$ cat src/dde_pkg.sv
// ----------------------------------------------------------------------------
// dde_pkg
// types, codes and helpers shared by the delta-of-delta encoder modules
// ----------------------------------------------------------------------------
package dde_pkg;

  // element width codes
  localparam logic [1:0] ELW_16 = 2'd0;
  localparam logic [1:0] ELW_32 = 2'd1;
  localparam logic [1:0] ELW_64 = 2'd2;

  // what the back end has to write for one request
  typedef enum logic [2:0] {
    KIND_NONE,   // nothing to write
    KIND_BIT0,   // a single 0 bit
    KIND_NULL6,  // null marker 111111
    KIND_WIDE,   // 1 bit plus zigzag value at element width
    KIND_DOD     // prefix-coded delta of delta
  } kind_e;

  typedef struct packed {
    kind_e       kind;
    logic [63:0] val;   // zigzag value for wide, raw delta of delta for dod
    logic [1:0]  elw;
    logic        last;
    logic        err;
  } entry_t;

  function automatic logic [63:0] zigzag(input logic [63:0] v);
    return (v << 1) ^ {64{v[63]}};
  endfunction

endpackage

$ cat src/dde_front.sv
// ----------------------------------------------------------------------------
// dde_front
// takes samples, tracks header / delta state and classifies each request
// ----------------------------------------------------------------------------
module dde_front (
  input  logic              clk_i,
  input  logic              rst_ni,
  input  logic              cfg_we_i,
  input  logic [1:0]        cfg_wdata_i,
  input  logic              in_valid_i,
  output logic              in_ready_o,
  input  logic [63:0]       in_sample_i,
  input  logic              in_last_i,
  output logic              push_valid_o,
  input  logic              push_ready_i,
  output dde_pkg::entry_t   push_entry_o
);

  localparam logic [1:0] PHASE_HEADER = 2'd0;
  localparam logic [1:0] PHASE_FIRST  = 2'd1;
  localparam logic [1:0] PHASE_STEADY = 2'd2;

  logic [1:0]  elw_q;
  logic [1:0]  phase_q, phase_d;
  logic        err_q, err_d;
  logic [63:0] pv_q, pv_d;
  logic [63:0] pd_q, pd_d;

  logic [63:0] sx;
  logic        is_null;
  logic [64:0] d65;
  logic [65:0] dd66;
  logic        d_fit64, d_fitw, dd_fit;
  logic        accept;
  dde_pkg::kind_e kind;
  logic [63:0] val;

  assign accept     = in_valid_i && push_ready_i;
  assign in_ready_o = push_ready_i;

  always_comb begin
    case (elw_q)
      dde_pkg::ELW_16: begin
        sx      = {{48{in_sample_i[15]}}, in_sample_i[15:0]};
        is_null = in_sample_i[15:0] == {1'b1, 15'd0};
      end
      dde_pkg::ELW_32: begin
        sx      = {{32{in_sample_i[31]}}, in_sample_i[31:0]};
        is_null = in_sample_i[31:0] == {1'b1, 31'd0};
      end
      default: begin
        sx      = in_sample_i;
        is_null = in_sample_i == {1'b1, 63'd0};
      end
    endcase
  end

  // pv_q holds the header in the first-delta phase and the previous value after
  assign d65  = {sx[63], sx} - {pv_q[63], pv_q};
  assign dd66 = {{2{sx[63]}}, sx} - {{2{pv_q[63]}}, pv_q} - {{2{pd_q[63]}}, pd_q};
  assign d_fit64 = d65[64] == d65[63];
  assign dd_fit  = (dd66[65] == dd66[64]) && (dd66[64] == dd66[63]);

  always_comb begin
    case (elw_q)
      dde_pkg::ELW_16: d_fitw = d65[64:15] == {50{d65[15]}};
      dde_pkg::ELW_32: d_fitw = d65[64:31] == {34{d65[31]}};
      default:         d_fitw = d_fit64;
    endcase
  end

  always_comb begin
    kind    = dde_pkg::KIND_NONE;
    val     = '0;
    err_d   = err_q;
    phase_d = phase_q;
    pv_d    = pv_q;
    pd_d    = pd_q;
    if (!err_q) begin
      case (phase_q)
        PHASE_HEADER: begin
          if (is_null) begin
            kind = dde_pkg::KIND_BIT0;
          end else begin
            kind    = dde_pkg::KIND_WIDE;
            val     = dde_pkg::zigzag(sx);
            pv_d    = sx;
            phase_d = PHASE_FIRST;
          end
        end
        PHASE_FIRST: begin
          if (is_null) begin
            kind = dde_pkg::KIND_BIT0;
          end else if (!d_fit64 || !d_fitw) begin
            err_d = 1'b1;
          end else begin
            kind    = dde_pkg::KIND_WIDE;
            val     = dde_pkg::zigzag(d65[63:0]);
            pv_d    = sx;
            pd_d    = d65[63:0];
            phase_d = PHASE_STEADY;
          end
        end
        default: begin
          if (is_null) begin
            kind = dde_pkg::KIND_NULL6;
          end else if (!d_fit64 || !dd_fit) begin
            err_d = 1'b1;
          end else begin
            kind = (dd66[63:0] == 64'd0) ? dde_pkg::KIND_BIT0 : dde_pkg::KIND_DOD;
            val  = dd66[63:0];
            pv_d = sx;
            pd_d = d65[63:0];
          end
        end
      endcase
    end
  end

  assign push_valid_o      = accept && ((kind != dde_pkg::KIND_NONE) || in_last_i);
  assign push_entry_o.kind = kind;
  assign push_entry_o.val  = val;
  assign push_entry_o.elw  = elw_q;
  assign push_entry_o.last = in_last_i;
  assign push_entry_o.err  = err_d;

  always_ff @(posedge clk_i or negedge rst_ni) begin
    if (!rst_ni) begin
      elw_q   <= dde_pkg::ELW_64;
      phase_q <= PHASE_HEADER;
      err_q   <= 1'b0;
    end else begin
      if (cfg_we_i) begin
        elw_q <= cfg_wdata_i;
      end
      if (accept) begin
        if (in_last_i) begin
          phase_q <= PHASE_HEADER;
          err_q   <= 1'b0;
        end else begin
          phase_q <= phase_d;
          err_q   <= err_d;
        end
      end
    end
  end

  always_ff @(posedge clk_i) begin
    if (accept && !in_last_i) begin
      pv_q <= pv_d;
      pd_q <= pd_d;
    end
  end

endmodule

$ cat src/dde_fifo.sv
// ----------------------------------------------------------------------------
// dde_fifo
// short request queue between the classifier and the bit packer
// ----------------------------------------------------------------------------
module dde_fifo #(
  parameter int unsigned Depth = 4
) (
  input  logic              clk_i,
  input  logic              rst_ni,
  input  logic              push_i,
  output logic              push_ready_o,
  input  dde_pkg::entry_t   push_data_i,
  output logic              pop_valid_o,
  input  logic              pop_i,
  output dde_pkg::entry_t   pop_data_o
);

  localparam int unsigned PtrW = (Depth > 1) ? $clog2(Depth) : 1;
  localparam int unsigned CntW = $clog2(Depth + 1);

  dde_pkg::entry_t entries_q [Depth];
  logic [PtrW-1:0] wr_ptr_q, rd_ptr_q;
  logic [CntW-1:0] count_q;
  logic            do_push, do_pop;

  assign push_ready_o = count_q != CntW'(Depth);
  assign pop_valid_o  = count_q != '0;
  assign pop_data_o   = entries_q[rd_ptr_q];
  assign do_push      = push_i && push_ready_o;
  assign do_pop       = pop_i && pop_valid_o;

  function automatic logic [PtrW-1:0] ptr_inc(input logic [PtrW-1:0] p);
    return (p == PtrW'(Depth - 1)) ? '0 : p + 1'b1;
  endfunction

  always_ff @(posedge clk_i or negedge rst_ni) begin
    if (!rst_ni) begin
      wr_ptr_q <= '0;
      rd_ptr_q <= '0;
      count_q  <= '0;
    end else begin
      if (do_push) begin
        wr_ptr_q <= ptr_inc(wr_ptr_q);
      end
      if (do_pop) begin
        rd_ptr_q <= ptr_inc(rd_ptr_q);
      end
      if (do_push && !do_pop) begin
        count_q <= count_q + 1'b1;
      end else if (do_pop && !do_push) begin
        count_q <= count_q - 1'b1;
      end
    end
  end

  always_ff @(posedge clk_i) begin
    if (do_push) begin
      entries_q[wr_ptr_q] <= push_data_i;
    end
  end

endmodule

$ cat src/dde_back.sv
// ----------------------------------------------------------------------------
// dde_back
// turns queued requests into bit pieces and packs them msb first into words
// ----------------------------------------------------------------------------
module dde_back (
  input  logic              clk_i,
  input  logic              rst_ni,
  input  logic              head_valid_i,
  input  dde_pkg::entry_t   head_i,
  output logic              pop_o,
  output logic              m_valid_o,
  input  logic              m_ready_i,
  output logic [63:0]       m_data_o,
  output logic              m_last_o,
  output logic              m_err_o
);

  // close marker: 111110, 64 ones, one 0 bit
  localparam logic [70:0] CloseBits = {6'b111110, {64{1'b1}}, 1'b0};
  localparam logic [6:0]  CloseLen  = 7'd71;

  // format stage
  logic        sub_q;
  logic        pc_valid_q;
  logic [70:0] pc_bits_q;
  logic [6:0]  pc_len_q;
  logic        pc_flush_q, pc_err_q;

  logic [63:0] c;
  logic [70:0] code_bits, piece_bits;
  logic [6:0]  code_len, piece_len;
  logic        piece_flush, done, fmt_fire;

  // packer
  logic [191:0] acc_q, acc_d, acc_base, placed;
  logic [7:0]   cnt_q, cnt_d, base, shl;
  logic         flush_q, err_q;
  logic         out_free, pop_full, emit_last, pk_take;
  logic         m_valid_q, m_last_q, m_err_q;
  logic [63:0]  m_data_q;

  assign c = dde_pkg::zigzag(head_i.val) - 64'd1;

  always_comb begin
    code_bits = '0;
    code_len  = 7'd1;
    case (head_i.kind)
      dde_pkg::KIND_NULL6: begin
        code_bits = {65'd0, 6'b111111};
        code_len  = 7'd6;
      end
      dde_pkg::KIND_WIDE: begin
        case (head_i.elw)
          dde_pkg::ELW_16: begin
            code_bits = {54'd0, 1'b1, head_i.val[15:0]};
            code_len  = 7'd17;
          end
          dde_pkg::ELW_32: begin
            code_bits = {38'd0, 1'b1, head_i.val[31:0]};
            code_len  = 7'd33;
          end
          default: begin
            code_bits = {6'd0, 1'b1, head_i.val};
            code_len  = 7'd65;
          end
        endcase
      end
      dde_pkg::KIND_DOD: begin
        if (c[63:7] == '0) begin
          code_bits = {62'd0, 2'b10, c[6:0]};
          code_len  = 7'd9;
        end else if (c[63:9] == '0) begin
          code_bits = {59'd0, 3'b110, c[8:0]};
          code_len  = 7'd12;
        end else if (c[63:16] == '0) begin
          code_bits = {51'd0, 4'b1110, c[15:0]};
          code_len  = 7'd20;
        end else if (c[63:32] == '0) begin
          code_bits = {34'd0, 5'b11110, c[31:0]};
          code_len  = 7'd37;
        end else begin
          code_bits = {1'b0, 6'b111110, c};
          code_len  = 7'd70;
        end
      end
      default: begin
        code_bits = '0;
        code_len  = 7'd1;
      end
    endcase
  end

  // a last request sends its code first, then the close marker
  always_comb begin
    if (!sub_q && (head_i.kind != dde_pkg::KIND_NONE)) begin
      piece_bits  = code_bits;
      piece_len   = code_len;
      piece_flush = 1'b0;
      done        = !head_i.last;
    end else begin
      piece_bits  = CloseBits;
      piece_len   = CloseLen;
      piece_flush = 1'b1;
      done        = 1'b1;
    end
  end

  assign fmt_fire = head_valid_i && (!pc_valid_q || pk_take);
  assign pop_o    = fmt_fire && done;

  // packer: acc_q holds cnt_q pending bits left aligned
  assign out_free  = !m_valid_q || m_ready_i;
  assign pop_full  = out_free && (cnt_q[7:6] != 2'd0);
  assign emit_last = out_free && flush_q && (cnt_q[7:6] == 2'd0);

  always_comb begin
    if (emit_last) begin
      acc_base = '0;
      base     = '0;
    end else if (pop_full) begin
      acc_base = acc_q << 64;
      base     = cnt_q - 8'd64;
    end else begin
      acc_base = acc_q;
      base     = cnt_q;
    end
  end

  assign pk_take = pc_valid_q && (!flush_q || emit_last) && (base[7:6] == 2'd0);
  assign shl     = 8'd71 - {1'b0, pc_len_q};
  assign placed  = ({pc_bits_q, 121'd0} << shl) >> base;
  assign acc_d   = acc_base | (pk_take ? placed : '0);
  assign cnt_d   = base + (pk_take ? {1'b0, pc_len_q} : 8'd0);

  always_ff @(posedge clk_i or negedge rst_ni) begin
    if (!rst_ni) begin
      sub_q      <= 1'b0;
      pc_valid_q <= 1'b0;
      acc_q      <= '0;
      cnt_q      <= '0;
      flush_q    <= 1'b0;
      m_valid_q  <= 1'b0;
    end else begin
      if (fmt_fire) begin
        pc_valid_q <= 1'b1;
        sub_q      <= !done;
      end else if (pk_take) begin
        pc_valid_q <= 1'b0;
      end
      acc_q <= acc_d;
      cnt_q <= cnt_d;
      if (pk_take) begin
        flush_q <= pc_flush_q;
      end else if (emit_last) begin
        flush_q <= 1'b0;
      end
      if (out_free) begin
        m_valid_q <= pop_full || emit_last;
      end
    end
  end

  always_ff @(posedge clk_i) begin
    if (fmt_fire) begin
      pc_bits_q  <= piece_bits;
      pc_len_q   <= piece_len;
      pc_flush_q <= piece_flush;
      pc_err_q   <= head_i.err;
    end
    if (pk_take) begin
      err_q <= pc_err_q;
    end
    if (out_free) begin
      m_data_q <= acc_q[191:128];
      m_last_q <= emit_last;
      m_err_q  <= err_q;
    end
  end

  assign m_valid_o = m_valid_q;
  assign m_data_o  = m_data_q;
  assign m_last_o  = m_last_q;
  assign m_err_o   = m_err_q;

endmodule

$ cat src/delta_of_delta_encoder_core.sv
// ----------------------------------------------------------------------------
// delta_of_delta_encoder_core
// delta-of-delta encoder packing a prefix-coded bit stream into 64-bit words
// ----------------------------------------------------------------------------
// channel   dir  tdata             tlast       tuser
// s_axis    in   sample [63:0]     block_end   -
// m_axis    out  packed_word       word_last   overflow_error
// cfg       in   element_width on cfg_wdata_i, written when cfg_we_i is high
//
// one sample per cycle while each code completes at most one output word and
// the output is ready; a code completing two words stalls the packer while
// the first is emitted. a last sample sends its code, then the close marker,
// or only the close if it has no code; the close holds the packer until the
// final word leaves. input stalls only when the QueueDepth-entry request queue
// is full. reset clears all control state; no memory needs a clearing pass.
// ----------------------------------------------------------------------------
module delta_of_delta_encoder_core #(
  parameter int unsigned QueueDepth = 4
) (
  input  logic        clk_i,
  input  logic        rst_ni,
  input  logic        cfg_we_i,
  input  logic [1:0]  cfg_wdata_i,    // element_width
  input  logic        s_axis_tvalid_i,
  output logic        s_axis_tready_o,
  input  logic [63:0] s_axis_tdata_i, // [63:0] sample
  input  logic        s_axis_tlast_i,
  output logic        m_axis_tvalid_o,
  input  logic        m_axis_tready_i,
  output logic [63:0] m_axis_tdata_o, // [63:0] packed_word
  output logic        m_axis_tlast_o,
  output logic        m_axis_tuser_o  // [0] overflow_error
);

  logic            push_valid, push_ready;
  dde_pkg::entry_t push_entry;
  logic            head_valid, head_pop;
  dde_pkg::entry_t head_entry;

  dde_front u_front (
    .clk_i        (clk_i),
    .rst_ni       (rst_ni),
    .cfg_we_i     (cfg_we_i),
    .cfg_wdata_i  (cfg_wdata_i),
    .in_valid_i   (s_axis_tvalid_i),
    .in_ready_o   (s_axis_tready_o),
    .in_sample_i  (s_axis_tdata_i),
    .in_last_i    (s_axis_tlast_i),
    .push_valid_o (push_valid),
    .push_ready_i (push_ready),
    .push_entry_o (push_entry)
  );

  dde_fifo #(
    .Depth (QueueDepth)
  ) u_fifo (
    .clk_i        (clk_i),
    .rst_ni       (rst_ni),
    .push_i       (push_valid),
    .push_ready_o (push_ready),
    .push_data_i  (push_entry),
    .pop_valid_o  (head_valid),
    .pop_i        (head_pop),
    .pop_data_o   (head_entry)
  );

  dde_back u_back (
    .clk_i        (clk_i),
    .rst_ni       (rst_ni),
    .head_valid_i (head_valid),
    .head_i       (head_entry),
    .pop_o        (head_pop),
    .m_valid_o    (m_axis_tvalid_o),
    .m_ready_i    (m_axis_tready_i),
    .m_data_o     (m_axis_tdata_o),
    .m_last_o     (m_axis_tlast_o),
    .m_err_o      (m_axis_tuser_o)
  );

endmodule

$ cat config.mk
export PLATFORM = sky130hd
export DESIGN_NAME = delta_of_delta_encoder_core
export DESIGN_NICKNAME = d
export VERILOG_FILES = /design/src/dde_pkg.sv /design/src/dde_front.sv /design/src/dde_fifo.sv /design/src/dde_back.sv /design/src/delta_of_delta_encoder_core.sv
export SDC_FILE = /design/constraint.sdc
export NUM_CORES = 2
export LEC_CHECK = 0
export ABC_AREA = 1
export ABC_CLOCK_PERIOD_IN_PS = 11500
export BUFFER_PORTS_ARGS = -buffer_cell sky130_fd_sc_hd__buf_2
export CAP_MARGIN = 20
export CELL_PAD_IN_SITES_DETAIL_PLACEMENT = 1
export CELL_PAD_IN_SITES_GLOBAL_PLACEMENT = 2
export CORE_UTILIZATION = 33
export DETAILED_ROUTE_END_ITERATION = 12
export HOLD_SLACK_MARGIN = 0.02
export PLACE_DENSITY = 0.8
export SLEW_MARGIN = 40
export SYNTH_ARGS = -nofsm -noshare
export SYNTH_HDL_FRONTEND = slang
export SYNTH_SLANG_ARGS = --single-unit
$ cat constraint.sdc
create_clock -name clk_i -period 11.5 [get_ports clk_i]
set_input_delay 0.575 -clock clk_i [delete_from_list [all_inputs] [get_ports clk_i]]
set_output_delay 0.575 -clock clk_i [all_outputs]
set_load 0.02 [all_outputs]
==> metrics <==
Finished Cell Area 65300 µm²; overall fraction of global-route tracks in use 30.8%; port buffer count 139; Wirelength per Cell 25.6 µm; sequential share of the synthesized area 37.7%; library cell with the largest summed area after synthesis sky130_fd_sc_hd__edfxtp_1; commonest cells in the netlist sky130_fd_sc_hd__nand2_1 (2738), sky130_fd_sc_hd__inv_1 (1026), sky130_fd_sc_hd__nand3_1 (971); TritonCTS Buffers 90; placed cell count 10800; worst-case vdd ir drop 162 µV; data arrival at the endpoint of the critical path 11370 ps; final setup TNS 0 ps; period utilisation layout 95.6%; CTS Sinks 772; fraction of power consumed by the clock network 12.6%; reported leakage power 29.9 nW; power per cell area 360 nW/µm²; core box area 176000 µm²; portion of total power attributed to sequential cells 20.2%; slew at the pin closest to its max-slew limit 897 ps; share of final-layout standard cells stronger than drive strength 1 6.84%; die footprint 179000 µm²; Critical-path top delay cell sky130_fd_sc_hd__dfstp_2; worst path setup slack after routing 509 ps; area share of xor/xnor cells in the synthesized design 3.03%; Worst-Skew Late Latency 730 ps; initial detailed-routing violation count 4772; residual antenna-violating net count after detailed routing 0; most frequent cell after synthesis sky130_fd_sc_hd__nand2_1; DRC violations left 8; ranking of synthesized cells by area sky130_fd_sc_hd__edfxtp_1 (28%), sky130_fd_sc_hd__nand2_1 (18%), sky130_fd_sc_hd__dfrtp_1 (9.2%); failing checks DRC; path type of the worst min-delay path in2reg; nets 8811; netlist area before placement 58700 µm²; number of warning messages in the yosys log 0; first-pass GRT wire length 410000 µm; post-synthesis mux area share 0.378%; required time of the critical path 11880 ps; most used flip-flop cell after synthesis sky130_fd_sc_hd__edfxtp_1; initial antenna violation count 13; most frequent cell on the critical path sky130_fd_sc_hd__nand2_1; unrepaired setup endpoints after global routing no; Synth top area share 28.5%; total via count in the routed design 60100; slowest cell delay on critical path 830 ps; height of the chip 424 µm; count of instances resized after the clock tree is built 0; final total power 23.5 mW; drt total wl 282000 µm; final core area utilization 37.0%; initial cell density of the core 33.3%; weighted congestion at the end of routability-driven global placement 1.03; CTS hold repair buffers 3; simple logic cell fraction of the synthesized area 33.7%; Root Buffer sky130_fd_sc_hd__clkbuf_16; fmax 91.0 MHz; clock-pin transition on the worst setup and hold timing paths 60 ps; DR pass1 iterations 9; Post-Syn Instances 8600; largest family of logic cells by synthesized area simple AND/OR/NAND/NOR gates; Boundary Pins 140; Area growth, synth to finish 11.3%; Net Sw Frac 57.5%; fin cells 11000; Die W 424 µm; Psw 13.5 mW; worst slack after detailed placement 752 ps; Worst Path Max Fanout 26; via-per-instance ratio 5.46; number of failing hold endpoints at the final stage 0; max capacitance violation total 0; mean post-synth cell area 6.82 µm²; category of the worst setup path capture point flip-flop; Layout Skew 59.4 ps; grt total ovfl 0; number of pins exceeding their max-slew limit in the final report 0; post-synthesis register bit count 772; row count 154; detailed placement HPWL 225000 µm; number of H-tree branching levels 3; synthesized netlist net count 8821; number of enable flip-flop cells after synthesis 556; TritonCTS clock tree yes; number of buffers added for setup after CTS 0; synthesized-area fraction occupied by adder cells 3.23%; crit path launch type flip-flop; number of buffers and inverters on the critical path 9; type of the worst setup path reg2reg; compound-cell area share of the yosys netlist 12.3%; relative max-transition margin 40.2%; count of different cell masters after synthesis 65; kind of cell adding the most delay to the critical path simple AND/OR/NAND/NOR gates; internal power contribution 10.0 mW; proportion of power drawn by combinational gates 67.3%; time the final worst path needs with I/O delays and setup 10990 ps; pin count of the biggest net entering global routing 87; buffers from clock root to sink, at most 3; result of the run complete, but fails checks; Post-DP Area 62100 µm²; post-route worst hold slack 85.5 ps; Async S/R FF share, synth 28.0%; number of global-route vias before repair 60600; final count of negative-setup-slack endpoints 0
logic make-up (layout without fill, tap and decap cells):
family | Yosys count | in the layout
AO/OA/AOI/OAI | 1307 | 1307
adder cells (fa/ha/maj) | 149 | 149
multiplexers | 22 | 22
XOR/XNOR | 195 | 195
other | 0 | 2
AND/OR/NAND/NOR | 4695 | 4695
buffers and inverters | 1460 | 1526
flip-flops | 772 | 772
worst paths after layout:
| path | slack [ps] | end | start | cells past startpoint |
|---|---|---|---|---|
| worst max-delay path | 510 | u_front.pd_q[17] | u_front.elw_q[1] | 39 |
| worst min register to register | 450 | u_back.m_data_o[59] | u_back.acc_q[187] | 0 |
| min in group asynchronous | 350 | u_back.acc_q[171] | rst_ni | 2 |
| worst min-delay path | 90 | u_front.pv_q[4] | s_axis_tdata_i[4] | 1 |
| max in group asynchronous | 9050 | u_front.elw_q[0] | rst_ni | 5 |
| worst max register to register | 510 | u_front.pd_q[17] | u_front.elw_q[1] | 39 |
cell usage in the layout, fill, tap and decap left out, types with 22 or more instances in the layout:
master and count:
sky130_fd_sc_hd__a21oi_1 335, sky130_fd_sc_hd__a31oi_1 40, sky130_fd_sc_hd__buf_2 140, sky130_fd_sc_hd__buf_4 128
sky130_fd_sc_hd__clkbuf_1 24, sky130_fd_sc_hd__clkbuf_16 91, sky130_fd_sc_hd__clkinv_1 28, sky130_fd_sc_hd__dfrtp_1 213
sky130_fd_sc_hd__edfxtp_1 556, sky130_fd_sc_hd__ha_1 144, sky130_fd_sc_hd__inv_1 1021, sky130_fd_sc_hd__inv_2 33
sky130_fd_sc_hd__nand2_1 2731, sky130_fd_sc_hd__nand3_1 970, sky130_fd_sc_hd__nand3b_1 22, sky130_fd_sc_hd__nand4_1 90
sky130_fd_sc_hd__nor2_1 623, sky130_fd_sc_hd__nor3_1 54, sky130_fd_sc_hd__nor4_1 62, sky130_fd_sc_hd__o211ai_1 70
sky130_fd_sc_hd__o21ai_0 675, sky130_fd_sc_hd__o21ai_1 23, sky130_fd_sc_hd__o221ai_1 45, sky130_fd_sc_hd__o22ai_1 32
sky130_fd_sc_hd__or2_2 31, sky130_fd_sc_hd__xnor2_1 59, sky130_fd_sc_hd__xor2_1 127
metal layers:
| layer | global-route usage, % | vias to the layer above | routed length [µm] |
|---|---|---|---|
| li1 | - | 28300 | - |
| met1 | 38.9 | 29500 | 119000 |
| met2 | 51.5 | 1737 | 132000 |
| met3 | 3.32 | 499 | 13300 |
| met4 | 16.7 | 2 | 17300 |
| met5 | 0 | - | 14 |
registers in the layout (all words and copies together) (netlist names), 2 cells and up:
| name | cells |
|---|---|
| u_fifo.entries_q | 284 |
| u_back.acc_q | 192 |
| u_back.pc_bits_q | 68 |
| u_back.m_data_o | 64 |
| u_front.pd_q | 64 |
| u_front.pv_q | 64 |
| u_back.cnt_q | 8 |
| u_back.pc_len_q | 7 |
| u_fifo.count_q | 3 |
| u_fifo.rd_ptr_q | 2 |
| u_fifo.wr_ptr_q | 2 |
| u_front.elw_q | 2 |
| u_front.phase_q | 2 |
worst register-to-register path: cells and delay by family (launching register included):
kind                       cells  cell delay, ps
DFF                            1             830
buffers and inverters          9            1610
and+or+nand+nor               26            7040
AOI/OAI and AO/OA              2             340
adders and majority gates      2             860
power by group through the flow:
stage	registers [mW]	clock network, mW	logic (mW)
final	4.74	2.96	15.8
after global routing	4.81	3.10	17.1
after CTS	4.75	3.02	15.6
after detailed placement	4.79	0	15.5
after global placement	4.76	0	15.3
after floorplan	4.79	0	9.54
cell type report:
type,instances,area [µm²]
well taps,2340,2930
clock inverters,49,578
multi-input cells,6368,31200
inverters,1071,4030
fillers,22300,111000
diodes,2,5.00
clock buffers,119,2420
flip-flops and latches,772,22100
repair buffers,287,1960
Power figures use the tool's default switching activity.
